File: src/sv/pspu_pkg.sv
// Shared types, codes and constants of the packed scanline pixel unpacker.
package pspu_pkg;

    // Register indexes of the configuration port
    localparam logic [2:0] REG_UNIT_CODE      = 3'd0;
    localparam logic [2:0] REG_BYTE_ORDER_MSB = 3'd1;
    localparam logic [2:0] REG_BIT_ORDER_MSB  = 3'd2;
    localparam logic [2:0] REG_PIXEL_BITS     = 3'd3;
    localparam logic [2:0] REG_DEPTH_MODE     = 3'd4;
    localparam logic [2:0] REG_IMAGE_WIDTH    = 3'd5;
    localparam logic [2:0] REG_LINE_PIXELS    = 3'd6;
    localparam logic [2:0] REG_IMAGE_HEIGHT   = 3'd7;

    // Storage unit codes
    localparam logic [1:0] UNIT_8  = 2'd0;
    localparam logic [1:0] UNIT_16 = 2'd1;

    // Depth codes
    localparam logic [1:0] DEPTH_1  = 2'd0;
    localparam logic [1:0] DEPTH_8  = 2'd1;
    localparam logic [1:0] DEPTH_16 = 2'd2;

    // Geometry limits
    localparam logic [12:0] MAX_WIDTH  = 13'd4096;
    localparam logic [12:0] MAX_HEIGHT = 13'd4096;
    localparam logic [13:0] LINE_LIMIT = 14'd8192;

    // Unit queue between front and back
    localparam int QUEUE_DEPTH = 4;
    localparam int QUEUE_AW    = 2;

    localparam int CFG_DATA_W = 14;

    // Register set plus values derived from it
    typedef struct packed {
        logic [1:0]  unit_code;
        logic        byte_order_msb;
        logic        bit_order_msb;
        logic [1:0]  depth_mode;
        logic [5:0]  pix_bits;     // effective pixel width, 1..32
        logic [5:0]  pix_count;    // pixels per unit, 1..32
        logic [31:0] pix_mask;
        logic [4:0]  align_shift;  // moves a unit to the top of the word
        logic [12:0] vis_width;    // 1..MAX_WIDTH
        logic [13:0] line_len;     // vis_width..LINE_LIMIT
        logic [12:0] img_height;   // 1..MAX_HEIGHT
    } cfg_t;

    // Queue status seen by front and back
    typedef struct packed {
        logic full;
        logic empty;
    } queue_stat_t;

    // Pixels that fit in a 32-bit unit for a given pixel width
    function automatic logic [5:0] pix_per_word(input logic [5:0] p);
        logic [5:0] n;
        begin
            case (p) inside
                6'd1:           n = 6'd32;
                6'd2:           n = 6'd16;
                6'd3:           n = 6'd10;
                6'd4:           n = 6'd8;
                6'd5:           n = 6'd6;
                6'd6:           n = 6'd5;
                [6'd7:6'd8]:    n = 6'd4;
                [6'd9:6'd10]:   n = 6'd3;
                [6'd11:6'd16]:  n = 6'd2;
                default:        n = 6'd1;
            endcase
            return n;
        end
    endfunction

endpackage

File: src/sv/pspu_cfg.sv
// Configuration registers and the geometry and pixel values derived from them.
module pspu_cfg
    import pspu_pkg::*;
(
    input  logic                  clk,
    input  logic                  rst_n,
    input  logic                  cfg_write_en,
    input  logic [2:0]            cfg_index,
    input  logic [CFG_DATA_W-1:0] cfg_data,
    output cfg_t                  cfg
);

    logic [1:0]  unit_code_reg;
    logic        byte_order_msb_reg;
    logic        bit_order_msb_reg;
    logic [5:0]  pixel_bits_reg;
    logic [1:0]  depth_mode_reg;
    logic [12:0] image_width_reg;
    logic [13:0] line_pixels_reg;
    logic [12:0] image_height_reg;

    logic [5:0]  pix_bits_reg,    pix_bits_next;
    logic [5:0]  pix_count_reg,   pix_count_next;
    logic [31:0] pix_mask_reg,    pix_mask_next;
    logic [4:0]  align_shift_reg, align_shift_next;
    logic [12:0] vis_width_reg,   vis_width_next;
    logic [13:0] line_len_reg,    line_len_next;
    logic [12:0] img_height_reg,  img_height_next;

    logic [5:0]  unit_bits;
    logic [1:0]  count_shift;
    logic [13:0] line_clamped;

    // Write registers by index
    always_ff @(posedge clk or negedge rst_n)
    begin
        if (!rst_n)
        begin
            unit_code_reg      <= UNIT_8;
            byte_order_msb_reg <= 1'b1;
            bit_order_msb_reg  <= 1'b1;
            pixel_bits_reg     <= 6'd8;
            depth_mode_reg     <= DEPTH_8;
            image_width_reg    <= 13'd1;
            line_pixels_reg    <= 14'd1;
            image_height_reg   <= 13'd1;
        end
        else if (cfg_write_en)
        begin
            case (cfg_index)
                REG_UNIT_CODE:      unit_code_reg      <= cfg_data[1:0];
                REG_BYTE_ORDER_MSB: byte_order_msb_reg <= cfg_data[0];
                REG_BIT_ORDER_MSB:  bit_order_msb_reg  <= cfg_data[0];
                REG_PIXEL_BITS:     pixel_bits_reg     <= cfg_data[5:0];
                REG_DEPTH_MODE:     depth_mode_reg     <= cfg_data[1:0];
                REG_IMAGE_WIDTH:    image_width_reg    <= cfg_data[12:0];
                REG_LINE_PIXELS:    line_pixels_reg    <= cfg_data[13:0];
                REG_IMAGE_HEIGHT:   image_height_reg   <= cfg_data[12:0];
                default:            ;
            endcase
        end
    end

    // Derive unit size, pixel width, pixel count and clamped geometry
    always_comb
    begin
        case (unit_code_reg)
            UNIT_8:
            begin
                unit_bits        = 6'd8;
                count_shift      = 2'd2;
                align_shift_next = 5'd24;
            end
            UNIT_16:
            begin
                unit_bits        = 6'd16;
                count_shift      = 2'd1;
                align_shift_next = 5'd16;
            end
            default:
            begin
                unit_bits        = 6'd32;
                count_shift      = 2'd0;
                align_shift_next = 5'd0;
            end
        endcase

        if (pixel_bits_reg == 6'd0)
            pix_bits_next = 6'd1;
        else if (pixel_bits_reg > unit_bits)
            pix_bits_next = unit_bits;
        else
            pix_bits_next = pixel_bits_reg;

        pix_count_next = pix_per_word(pix_bits_next) >> count_shift;
        pix_mask_next  = (pix_bits_next == 6'd32) ? 32'hFFFF_FFFF
                                                  : ((32'd1 << pix_bits_next) - 32'd1);

        if (image_width_reg == 13'd0)
            vis_width_next = 13'd1;
        else if (image_width_reg > MAX_WIDTH)
            vis_width_next = MAX_WIDTH;
        else
            vis_width_next = image_width_reg;

        if (line_pixels_reg == 14'd0)
            line_clamped = 14'd1;
        else if (line_pixels_reg > LINE_LIMIT)
            line_clamped = LINE_LIMIT;
        else
            line_clamped = line_pixels_reg;
        line_len_next = (line_clamped < {1'b0, vis_width_next}) ? {1'b0, vis_width_next}
                                                                 : line_clamped;

        if (image_height_reg == 13'd0)
            img_height_next = 13'd1;
        else if (image_height_reg > MAX_HEIGHT)
            img_height_next = MAX_HEIGHT;
        else
            img_height_next = image_height_reg;
    end

    // Register the derived values; they follow the configuration registers in the next cycle
    always_ff @(posedge clk)
    begin
        pix_bits_reg    <= pix_bits_next;
        pix_count_reg   <= pix_count_next;
        pix_mask_reg    <= pix_mask_next;
        align_shift_reg <= align_shift_next;
        vis_width_reg   <= vis_width_next;
        line_len_reg    <= line_len_next;
        img_height_reg  <= img_height_next;
    end

    assign cfg.unit_code      = unit_code_reg;
    assign cfg.byte_order_msb = byte_order_msb_reg;
    assign cfg.bit_order_msb  = bit_order_msb_reg;
    assign cfg.depth_mode     = depth_mode_reg;
    assign cfg.pix_bits       = pix_bits_reg;
    assign cfg.pix_count      = pix_count_reg;
    assign cfg.pix_mask       = pix_mask_reg;
    assign cfg.align_shift    = align_shift_reg;
    assign cfg.vis_width      = vis_width_reg;
    assign cfg.line_len       = line_len_reg;
    assign cfg.img_height     = img_height_reg;

endmodule

File: src/sv/pspu_front.sv
// Front end: accepts bytes and gathers them into complete storage units.
module pspu_front
    import pspu_pkg::*;
(
    input  logic        clk,
    input  logic        rst_n,
    input  cfg_t        cfg,
    input  logic        in_valid,
    output logic        in_stall,
    input  logic [7:0]  data_byte,
    input  queue_stat_t qstat,
    output logic        push,
    output logic [31:0] unit_word
);

    logic [31:0] shift_reg, shift_next;
    logic [1:0]  count_reg, count_next;

    logic        accept;
    logic [31:0] shift_upd;
    logic [1:0]  count_upd;
    logic [2:0]  unit_bytes;
    logic        complete;

    assign in_stall = qstat.full;
    assign accept   = in_valid && !in_stall;

    // Merge the byte and check for a complete unit
    always_comb
    begin
        case (cfg.unit_code)
            UNIT_8:  unit_bytes = 3'd1;
            UNIT_16: unit_bytes = 3'd2;
            default: unit_bytes = 3'd4;
        endcase

        if (cfg.byte_order_msb)
            shift_upd = {shift_reg[23:0], data_byte};
        else
            shift_upd = shift_reg | ({24'd0, data_byte} << {count_reg, 3'b000});

        count_upd = count_reg + 2'd1;
        complete  = (count_upd == 2'd0) || ({1'b0, count_upd} >= unit_bytes);

        case (cfg.unit_code)
            UNIT_8:  unit_word = {24'd0, shift_upd[7:0]};
            UNIT_16: unit_word = {16'd0, shift_upd[15:0]};
            default: unit_word = shift_upd;
        endcase

        push       = accept && complete;
        shift_next = shift_reg;
        count_next = count_reg;
        if (accept)
        begin
            shift_next = complete ? 32'd0 : shift_upd;
            count_next = complete ? 2'd0 : count_upd;
        end
    end

    // Advance the partial unit
    always_ff @(posedge clk or negedge rst_n)
    begin
        if (!rst_n)
        begin
            shift_reg <= 32'd0;
            count_reg <= 2'd0;
        end
        else
        begin
            shift_reg <= shift_next;
            count_reg <= count_next;
        end
    end

endmodule

File: src/sv/pspu_queue.sv
// Short queue of complete units between front and back.
module pspu_queue
    import pspu_pkg::*;
(
    input  logic        clk,
    input  logic        rst_n,
    input  logic        push,
    input  logic [31:0] push_data,
    input  logic        pop,
    output logic [31:0] pop_data,
    output queue_stat_t qstat
);

    logic [31:0]         entry_reg [QUEUE_DEPTH];
    logic [QUEUE_AW-1:0] wr_ptr_reg, wr_ptr_next;
    logic [QUEUE_AW-1:0] rd_ptr_reg, rd_ptr_next;
    logic [QUEUE_AW:0]   fill_reg,   fill_next;

    assign qstat.full  = (fill_reg == (QUEUE_AW+1)'(QUEUE_DEPTH));
    assign qstat.empty = (fill_reg == '0);
    assign pop_data    = entry_reg[rd_ptr_reg];

    // Advance pointers and fill level
    always_comb
    begin
        wr_ptr_next = push ? wr_ptr_reg + QUEUE_AW'(1) : wr_ptr_reg;
        rd_ptr_next = pop ? rd_ptr_reg + QUEUE_AW'(1) : rd_ptr_reg;
        fill_next   = fill_reg;
        if (push && !pop)
            fill_next = fill_reg + (QUEUE_AW+1)'(1);
        else if (pop && !push)
            fill_next = fill_reg - (QUEUE_AW+1)'(1);
    end

    always_ff @(posedge clk or negedge rst_n)
    begin
        if (!rst_n)
        begin
            wr_ptr_reg <= '0;
            rd_ptr_reg <= '0;
            fill_reg   <= '0;
        end
        else
        begin
            wr_ptr_reg <= wr_ptr_next;
            rd_ptr_reg <= rd_ptr_next;
            fill_reg   <= fill_next;
        end
    end

    // Store the pushed word
    always_ff @(posedge clk)
    begin
        if (push)
            entry_reg[wr_ptr_reg] <= push_data;
    end

endmodule

File: src/sv/pspu_back.sv
// Back end: cuts units into pixels, tracks line position, drops pad, splits color.
module pspu_back
    import pspu_pkg::*;
(
    input  logic        clk,
    input  logic        rst_n,
    input  cfg_t        cfg,
    input  queue_stat_t qstat,
    input  logic [31:0] unit_word,
    output logic        pop,
    output logic        out_valid,
    input  logic        out_stall,
    output logic [31:0] pixel_raw,
    output logic [7:0]  color_index,
    output logic [7:0]  red,
    output logic [7:0]  green,
    output logic [7:0]  blue,
    output logic        row_end,
    output logic        image_end,
    output logic        run_last
);

    logic        busy_reg,  busy_next;
    logic [31:0] word_reg,  word_next;
    logic [4:0]  k_reg,     k_next;
    logic [12:0] col_reg,   col_next;
    logic [11:0] row_reg,   row_next;

    logic        out_valid_reg, out_valid_next;
    logic [31:0] pixel_raw_reg;
    logic [7:0]  color_index_reg, red_reg, green_reg, blue_reg;
    logic        row_end_reg, image_end_reg, run_last_reg;

    logic        can_out, step, last_pix, load;
    logic [31:0] pix;
    logic [5:0]  remain;
    logic [13:0] col_inc;
    logic        wrap;
    logic [12:0] col_after;
    logic [13:0] pad_left;
    logic        visible, rend, last_row, later_visible;
    logic [7:0]  ci, r, g, b;

    assign can_out  = !out_valid_reg || !out_stall;
    assign step     = busy_reg && can_out;
    assign last_pix = ({1'b0, k_reg} == cfg.pix_count - 6'd1);
    assign load     = !qstat.empty && (!busy_reg || (step && last_pix));
    assign pop      = load;

    // Extract the current pixel and find where the line stands
    always_comb
    begin
        if (cfg.bit_order_msb)
            pix = word_reg >> (6'd32 - cfg.pix_bits);
        else
            pix = word_reg & cfg.pix_mask;

        col_inc   = {1'b0, col_reg} + 14'd1;
        wrap      = (col_inc >= cfg.line_len);
        col_after = wrap ? 13'd0 : col_inc[12:0];
        visible   = (col_reg < cfg.vis_width);
        rend      = (col_reg == cfg.vis_width - 13'd1);
        last_row  = (({1'b0, row_reg} + 13'd1) >= cfg.img_height);

        // Another visible pixel follows in this unit if the next column is
        // visible, or enough pixels remain to run through the pad and wrap
        remain        = cfg.pix_count - 6'd1 - {1'b0, k_reg};
        pad_left      = cfg.line_len - {1'b0, col_after};
        later_visible = (remain != 6'd0)
                        && ((col_after < cfg.vis_width) || ({8'd0, remain} > pad_left));
    end

    // Split the pixel by depth
    always_comb
    begin
        ci = 8'd0;
        r  = 8'd0;
        g  = 8'd0;
        b  = 8'd0;
        case (cfg.depth_mode)
            DEPTH_1:  ci = {7'd0, (pix != 32'd0)};
            DEPTH_8:  ci = pix[7:0];
            DEPTH_16:
            begin
                r = {3'd0, pix[15:11]};
                g = {2'd0, pix[10:5]};
                b = {3'd0, pix[4:0]};
            end
            default:
            begin
                r = pix[31:24];
                g = pix[23:16];
                b = pix[15:8];
            end
        endcase
    end

    // Advance the unit, pixel index and line position
    always_comb
    begin
        busy_next = busy_reg;
        word_next = word_reg;
        k_next    = k_reg;
        col_next  = col_reg;
        row_next  = row_reg;

        if (step)
        begin
            word_next = cfg.bit_order_msb ? (word_reg << cfg.pix_bits)
                                          : (word_reg >> cfg.pix_bits);
            k_next    = k_reg + 5'd1;
            col_next  = col_after;
            if (wrap)
                row_next = last_row ? 12'd0 : row_reg + 12'd1;
            if (last_pix)
                busy_next = 1'b0;
        end

        if (load)
        begin
            busy_next = 1'b1;
            k_next    = 5'd0;
            word_next = cfg.bit_order_msb ? (unit_word << cfg.align_shift) : unit_word;
        end

        if (step && visible)
            out_valid_next = 1'b1;
        else if (!out_stall)
            out_valid_next = 1'b0;
        else
            out_valid_next = out_valid_reg;
    end

    always_ff @(posedge clk or negedge rst_n)
    begin
        if (!rst_n)
        begin
            busy_reg      <= 1'b0;
            k_reg         <= 5'd0;
            col_reg       <= 13'd0;
            row_reg       <= 12'd0;
            out_valid_reg <= 1'b0;
        end
        else
        begin
            busy_reg      <= busy_next;
            k_reg         <= k_next;
            col_reg       <= col_next;
            row_reg       <= row_next;
            out_valid_reg <= out_valid_next;
        end
    end

    always_ff @(posedge clk)
    begin
        word_reg <= word_next;
    end

    // Load the output word on each visible pixel
    always_ff @(posedge clk)
    begin
        if (step && visible)
        begin
            pixel_raw_reg   <= pix;
            color_index_reg <= ci;
            red_reg         <= r;
            green_reg       <= g;
            blue_reg        <= b;
            row_end_reg     <= rend;
            image_end_reg   <= rend && last_row;
            run_last_reg    <= !later_visible;
        end
    end

    assign out_valid   = out_valid_reg;
    assign pixel_raw   = pixel_raw_reg;
    assign color_index = color_index_reg;
    assign red         = red_reg;
    assign green       = green_reg;
    assign blue        = blue_reg;
    assign row_end     = row_end_reg;
    assign image_end   = image_end_reg;
    assign run_last    = run_last_reg;

endmodule

File: src/sv/packed_scanline_pixel_unpacker.sv
// Packed scanline pixel unpacker: top level.
//
// Input channel: one raw image byte per word (in_valid, in_stall, data_byte), in file
// order. Bytes are gathered into 8, 16 or 32 bit units per unit_code and byte order.
// Output channel: one word per visible pixel (out_valid, out_stall, pixel fields), with
// row_end, image_end and run_last flags. Pad pixels at the end of a stored line give
// no word; a byte that completes no unit, or whose pixels are all pad, gives none.
// Configuration: write cfg_data to register cfg_index while cfg_write_en is high; only
// while no word is in flight.
// Path of a completed unit: queue entry, back end's unit register, output word register.
// Throughput: the back end steps through one pixel per cycle, pad pixels included,
// while the output is not stalled; bytes are accepted one per cycle while the
// four-unit queue has room.
// Reset returns the registers to their defaults, clears the partial unit, the queue
// and the row and column position, and drops any pending output word.
// A stalled receiver holds the output word; the back end then waits, the queue fills
// and in_stall rises once the queue is full.
module packed_scanline_pixel_unpacker
    import pspu_pkg::*;
(
    input  logic                  clk,
    input  logic                  rst_n,
    input  logic                  cfg_write_en,
    input  logic [2:0]            cfg_index,
    input  logic [CFG_DATA_W-1:0] cfg_data,
    input  logic                  in_valid,
    output logic                  in_stall,
    input  logic [7:0]            data_byte,
    output logic                  out_valid,
    input  logic                  out_stall,
    output logic [31:0]           pixel_raw,
    output logic [7:0]            color_index,
    output logic [7:0]            red,
    output logic [7:0]            green,
    output logic [7:0]            blue,
    output logic                  row_end,
    output logic                  image_end,
    output logic                  run_last
);

    cfg_t        cfg;
    queue_stat_t qstat;
    logic        push;
    logic        pop;
    logic [31:0] push_word;
    logic [31:0] pop_word;

    pspu_cfg u_cfg (
        .clk          (clk),
        .rst_n        (rst_n),
        .cfg_write_en (cfg_write_en),
        .cfg_index    (cfg_index),
        .cfg_data     (cfg_data),
        .cfg          (cfg)
    );

    pspu_front u_front (
        .clk       (clk),
        .rst_n     (rst_n),
        .cfg       (cfg),
        .in_valid  (in_valid),
        .in_stall  (in_stall),
        .data_byte (data_byte),
        .qstat     (qstat),
        .push      (push),
        .unit_word (push_word)
    );

    pspu_queue u_queue (
        .clk       (clk),
        .rst_n     (rst_n),
        .push      (push),
        .push_data (push_word),
        .pop       (pop),
        .pop_data  (pop_word),
        .qstat     (qstat)
    );

    pspu_back u_back (
        .clk         (clk),
        .rst_n       (rst_n),
        .cfg         (cfg),
        .qstat       (qstat),
        .unit_word   (pop_word),
        .pop         (pop),
        .out_valid   (out_valid),
        .out_stall   (out_stall),
        .pixel_raw   (pixel_raw),
        .color_index (color_index),
        .red         (red),
        .green       (green),
        .blue        (blue),
        .row_end     (row_end),
        .image_end   (image_end),
        .run_last    (run_last)
    );

endmodule

File: config.mk
export PLATFORM = sky130hd
export DESIGN_NAME = packed_scanline_pixel_unpacker
export DESIGN_NICKNAME = d
export VERILOG_FILES = /design/src/sv/pspu_pkg.sv /design/src/sv/pspu_cfg.sv /design/src/sv/pspu_front.sv /design/src/sv/pspu_queue.sv /design/src/sv/pspu_back.sv /design/src/sv/packed_scanline_pixel_unpacker.sv
export SDC_FILE = /design/constraint.sdc
export NUM_CORES = 1
export LEC_CHECK = 0
export BUFFER_PORTS_ARGS = -buffer_cell sky130_fd_sc_hd__buf_4
export CORE_MARGIN = 2
export CORE_UTILIZATION = 40
export DETAILED_ROUTE_END_ITERATION = 10
export GPL_TIMING_DRIVEN = 0
export RECOVER_POWER = 100
export SLEW_MARGIN = 20
export SYNTH_ARGS = -nofsm -noshare
export SYNTH_HDL_FRONTEND = slang
export SYNTH_HIERARCHICAL = 1
export SYNTH_SLANG_ARGS = --single-unit
File: constraint.sdc
create_clock -name clk -period 7.4 [get_ports clk]
set_input_delay 1.48 -clock clk [delete_from_list [all_inputs] [get_ports clk]]
set_output_delay 1.48 -clock clk [all_outputs]
set_load 0.01 [all_outputs]
* Word level (Yosys, flattened, before mapping) *
Memories as Yosys holds them, arrays and structs flattened.
Cells that the tools add are included.

storage, ports and cells
  word-level logic and storage cells = 197
  flip-flop bits (word level) = 313
  memories kept = 1
  bits of input ports = 30
  RAM bits = 128
  output and inout port bits = 69

memory list
  memory             depth  width  read ports  clocked after Yosys merged registers in  write ports  line              RTL
  u_queue.entry_reg  4      32     1           0                                        1            pspu_queue.sv:14  logic [31:0] entry_reg [QUEUE_DEPTH];

operators by class
  reduce and logical (&&, ||, !) cells = 51
  shift-type cells = 7
  bitwise gates (word level) = 2
  equality and inequality tests = 21
  $add $sub $neg = 15
  muxes and demuxes = 47
  magnitude comparators = 17

operators by type and width
  operator                                                                count
  32-bit two-way mux                                                      7
  13-bit two-way mux                                                      5
  32-bit case mux with 2 select lines                                     1
  8-bit case mux with 2 select lines                                      4
  32-bit by 6-bit right shift with 32-bit output                          2
  6-bit two-way mux                                                       10
  32-bit bitwise AND                                                      1
  32-bit OR                                                               1
  32-bit nonzero test                                                     1
  1-bit by 6-bit << shifter with 32-bit output (first input constant)     1
  32-bit by 5-bit << shifter with 32-bit output                           1
  32-bit by 6-bit << shifter with 32-bit output                           1
  8-bit by 5-bit << shifter with 32-bit output                            1
  32-bit by 1-bit subtractor with 32-bit output (second input constant)   1
  14-bit two-way mux                                                      2
  13-bit greater-than comparator (second input constant)                  2
  13-bit zero test                                                        2
  13-bit less-than comparator                                             2
  2-bit AND reduction                                                     10
  6-bit by 3-bit equality test with 1-bit output (second input constant)  3
  3-bit equality test (second input constant)                             5
  13-bit by 1-bit adder with 14-bit output (second input constant)        1
  14-bit greater-or-equal comparator                                      1
  14-bit greater-than comparator (second input constant)                  1
  other kinds (50)                                                        94

* Longest topological paths before layout *
  depth after elaboration = 17
  mapped depth = 29
  depth with buffers taken out = 27

* By module *
Netlist, hierarchy kept.

modules (own cells, without submodules)
  module      area each (um^2)  times used  cells each  sequential area each (um^2)
  pspu_back   14750.4           1           1770        3773.6
  pspu_cfg    5896.9            1           545         3031.7
  pspu_queue  5059.9            1           202         4018.9
  pspu_front  2117.0            1           246         850.8

* Worst setup path before layout *
OpenSTA, ideal clock, no wires.

  path type = reg-to-reg
  start = reg u_back.col_reg[2]
  end = reg u_back.run_last_reg, in the netlist u_back/run_last, data pin
  arrival time = 5246 ps
  slack = 1881 ps
  library setup time = 273 ps
  cell stages (with the launch flop) = 29
  period minus slack after synthesis = 5519 ps
  required time = 7127 ps
  buffers on the path = 2
  path through = dfrtp_1 > and3_1 > and3_1 > nand3_1 > nor3_1 > xor2_1 > ha_1 > nor2b_1 > o21ai_0 > nand2b_1 > a2111oi_0 > or2_2 > clkbuf_1 > clkbuf_1 > nand2_1 > ha_1 > o21ai_0 > a21oi_1 > o21a_1 > nor2_1 > xor2_1 > ha_1 > nand4_1 > nor2_1 > nor2_1 > a221oi_1 > nand4_1 > a2111oi_0 > a32oi_1

on the way
  cells in the longest elaborated chain, start to end = 8
  elaborated cells on any way between the ends = 9
  classes of those cells = 2 x add/sub; 3 x order compare; 1 x mux; 3 x reduce/logical

ends and longest elaborated chain
  item                                                       line              RTL
  start: declaration                                         pspu_back.sv:26   logic [12:0] col_reg, col_next;
  start signal: assignment                                   pspu_back.sv:148  col_reg <= col_next;
  13-bit by 1-bit adder with 14-bit output *                 pspu_back.sv:58   col_inc = {1'b0, col_reg} + 14'd1;
  14-bit greater-or-equal comparator                         pspu_back.sv:59   wrap = (col_inc >= cfg.line_len);
  13-bit two-way mux *                                       pspu_back.sv:60   col_after = wrap ? 13'd0 : col_inc[12:0];
  14-bit by 13-bit subtractor with 14-bit output             pspu_back.sv:68   pad_left = cfg.line_len - {1'b0, col_after};
  6-bit by 14-bit greater-than comparator with 1-bit output  pspu_back.sv:70   && ((col_after < cfg.vis_width) || ({8'd0, remain} > pad_left));
  1-bit logical OR *                                         pspu_back.sv:70
  1-bit logical AND *                                        pspu_back.sv:70
  1-bit zero test *                                          pspu_back.sv:171  run_last_reg <= !later_visible;
  end signal: assignment                                     pspu_back.sv:171
  end: declaration                                           pspu_back.sv:32   logic row_end_reg, image_end_reg, run_last_reg;

Mark *: on every way between the ends. The rest lies on a longest branch, timed or not.
A chain may end at the register's enable or synchronous reset.

* Final worst setup path *
Ends and elaborated chain as after synthesis.

==> results by group <==
Final layout
  • Final #Nets: 3059
  • Inserted Diodes: 0
  • Max reg flops: 128
  • Layout area overhead: 11.62%
  • Share of layout cells above drive strength 1: 0.1324
  • Fillers: 6674

Floorplan
  • Core Rows: 96
  • Core ar.: 0.06871 sq mm
  • Die X: 267.7 um
  • Die extent in y: 267.7 um
  • Starting Density: 0.4050
  • Ports: 99
  • Die area: 0.07169 sq mm

Critical path
  • Crit path max-delay family: compound AO/OA/AOI/OAI gates
  • Worst setup EP type: flop
  • Maximum net fanout on the critical path: 10
  • Startpoint class of the critical path: flop
  • Worst EP required: 7.69 ns
  • Buffers plus inverters on the worst setup path: 2
  • Crit path largest cell delay: 0.52 ns
  • Crit-path slowest cell: a2111oi_0
  • R2R Setup Slk: 0.60 ns
  • Setup CP Type: reg -> reg
  • Worst Path Arrival: 7.10 ns

Timing
  • Worst-margin pin slew: 2.400 ns
  • Max Clk Rate: 147.0 MHz
  • Minimum clock period: 6.805 ns
  • Slew margin rel.: -0.5999
  • Final Hold Viols: 0
  • Slew Viols, Final: 176
  • Ratio of final minimum period to clock period: 0.9196
  • Skew final: 0.02919 ns
  • RSZ-0062 raised after global routing: false
  • Setup violators final: 0
  • WHS: 0.4868 ns
  • Setup TNS Final: 0 ns

Placed design
  • Half-perimeter wire length after placement: 73000 um
  • Port bufs: 96
  • Placer Congestion: 0.9866

Clock tree
  • Clock Tree Root: clkbuf_16
  • CTS clk-pin slew, worst paths: 0.06 ns
  • Clock sink count: 438
  • Clock tree buffer depth: 3
  • CTS resizes: 0
  • Hold-fix buffer count after cts: 0
  • H-tree depth: 2
  • Setup Fix Bufs, Post-CTS: 0
  • Worst-Skew Late Latency: 0.60 ns
  • TritonCTS buffer count: 49
  • TritonCTS clock tree: built

Detailed routing
  • Final Routed Wirelength: 95090 um
  • Routed vias: 23.04k
  • Post-DRT Antenna Nets: 0
  • Wire length per cell: 24.43 um
  • # DRC: 0
  • DR iter-0 viols: 2096
  • Routed vias/inst: 5.920
  • DRT Pass-1 Iters: 6

Synth
  • Post-Synthesis Cells: 2763
  • Post-synth EDFFs: 227
  • Commonest cells in the netlist: nand2_1 (327), edfxtp_1 (227), nor2_1 (205)
  • Synth top area share: 0.2450
  • Synth Area per Inst: 10.07 sq um
  • Top cells by area, synth: edfxtp_1 (24%), dfrtp_1 (11%), dfxtp_1 (6.2%)
  • Leading area contributor after synthesis: edfxtp_1
  • Ys flop type: edfxtp_1
  • Netlist Area Pre-Place: 0.02782 sq mm
  • Yosys warns: 6
  • Synth Register Bits: 438
  • Post-synth ARST share: 0.2854
  • Netlist cell types: 111
  • Register area share after synthesis: 0.4196
  • Most numerous cell in the Yosys netlist: nand2_1

GRT
  • Largest net degree at the start of global routing: 96
  • Initial antenna violation count: 0
  • Tot GR Track Use: 0.2646
  • Vias in the first global route: 23.23k
  • GRT overflow: 0
  • First-pass GRT wire length: 144400 um

Job
  • Maxcap violations: 4

Status
  • Failing checks: max-capacitance violations, max-slew violations
  • Status: finished, violations left

Worst hold path
  • Worst min-delay path class: reg -> reg

Power and ir drop
  • Max VDD drop: 0.1909 mV
  • Lkg Pwr: 0.01239 uW
  • Pwr per Cell Area: 508.3 mW/mm^2
-- final timing paths --
path                       depth (start not counted)                              start                                endpoint
setup / recovery                                  28      u_back/col_reg[2]$_DFFE_PN0P_               u_back/run_last$_DFFE_PP_
hold / removal                                     2  u_front/shift_reg[27]$_DFFE_PN0P_       u_front/shift_reg[27]$_DFFE_PN0P_
setup reg to reg                                  28      u_back/col_reg[2]$_DFFE_PN0P_               u_back/run_last$_DFFE_PP_
hold reg to reg                                    2  u_front/shift_reg[27]$_DFFE_PN0P_       u_front/shift_reg[27]$_DFFE_PN0P_
max in group asynchronous                          2                              rst_n        u_front/shift_reg[0]$_DFFE_PN0P_
min in group asynchronous                          1                              rst_n  u_cfg/image_height_reg[11]$_DFFE_PN0P_
-- where the power goes --
group / switching, uW / internal (uW) / leakage (uW)
Sequential: 701 / 3530 / 0.00451
Combinational: 5770 / 3240 / 0.00703
Clock: 1030 / 1510 / 0.000846
-- layer usage --
layer	vias to the layer above	global-route usage	routed length, um
li1	10498	-	-
met1	11427	0.3547	41160
met2	905	0.4331	44270
met3	212	0.03729	5663
met4	0	0.1052	4001
met5	-	0	0
-- tightest hold or removal path: stages (launching register included) --
cell and delay [ns]:
dfrtp_1 0.34, nand2_1 0.06, o31ai_2 0.05
-- layout by cell type, fill, tap and decap left out, types with 106 or more instances in the layout --
cell and count:
inv_1 131, nand2_1 327, clkbuf_1 212, a21oi_1 148, nor2_1 209, o21ai_0 155
mux2_2 113, dfrtp_1 118, mux2i_1 132, edfxtp_1 227, ha_1 106
-- cell type report --
cell class / instances / area, sq um / area share
inverters: 140 / 525.5 / 0.01692
clock buffers: 66 / 1393 / 0.04484
multi-input cells: 2010 / 14670 / 0.4723
well taps: 931 / 1165 / 0.03751
flip-flops and latches: 438 / 11670 / 0.3759
clock inverters: 26 / 326.6 / 0.01051
plain buffers: 178 / 824.5 / 0.02655
repair buffers: 103 / 481.7 / 0.01551
-- through the flow --
step	cell area, sq um	util	setup WS (ns)	std cells	power (uW)
after global placement	29720	0.4326	0.4144	3793	13230
final	31060	0.4521	0.5951	3892	15790
after detailed placement	29910	0.4354	0.5407	3800	13330
after global routing	31060	0.4521	0.04201	3892	16700
after floorplan	27840	-	1.881	2766	10100
after CTS	31630	0.4604	0.5019	3892	15940
-- kinds of logic (layout without fill, tap and decap cells) --
logic type,count (synthesis),in the layout,share of synthesized area
DFF,438,438,0.4196
AOI/OAI and AO/OA,660,660,0.1595
adders and majority gates,109,109,0.04982
and+or+nand+nor,841,841,0.1416
other,2,5,0.0002699
muxes,325,325,0.1569
buffers and inverters,318,513,0.05000
xor gates and xnor gates,70,70,0.02230
Power figures use the tool's default switching activity.
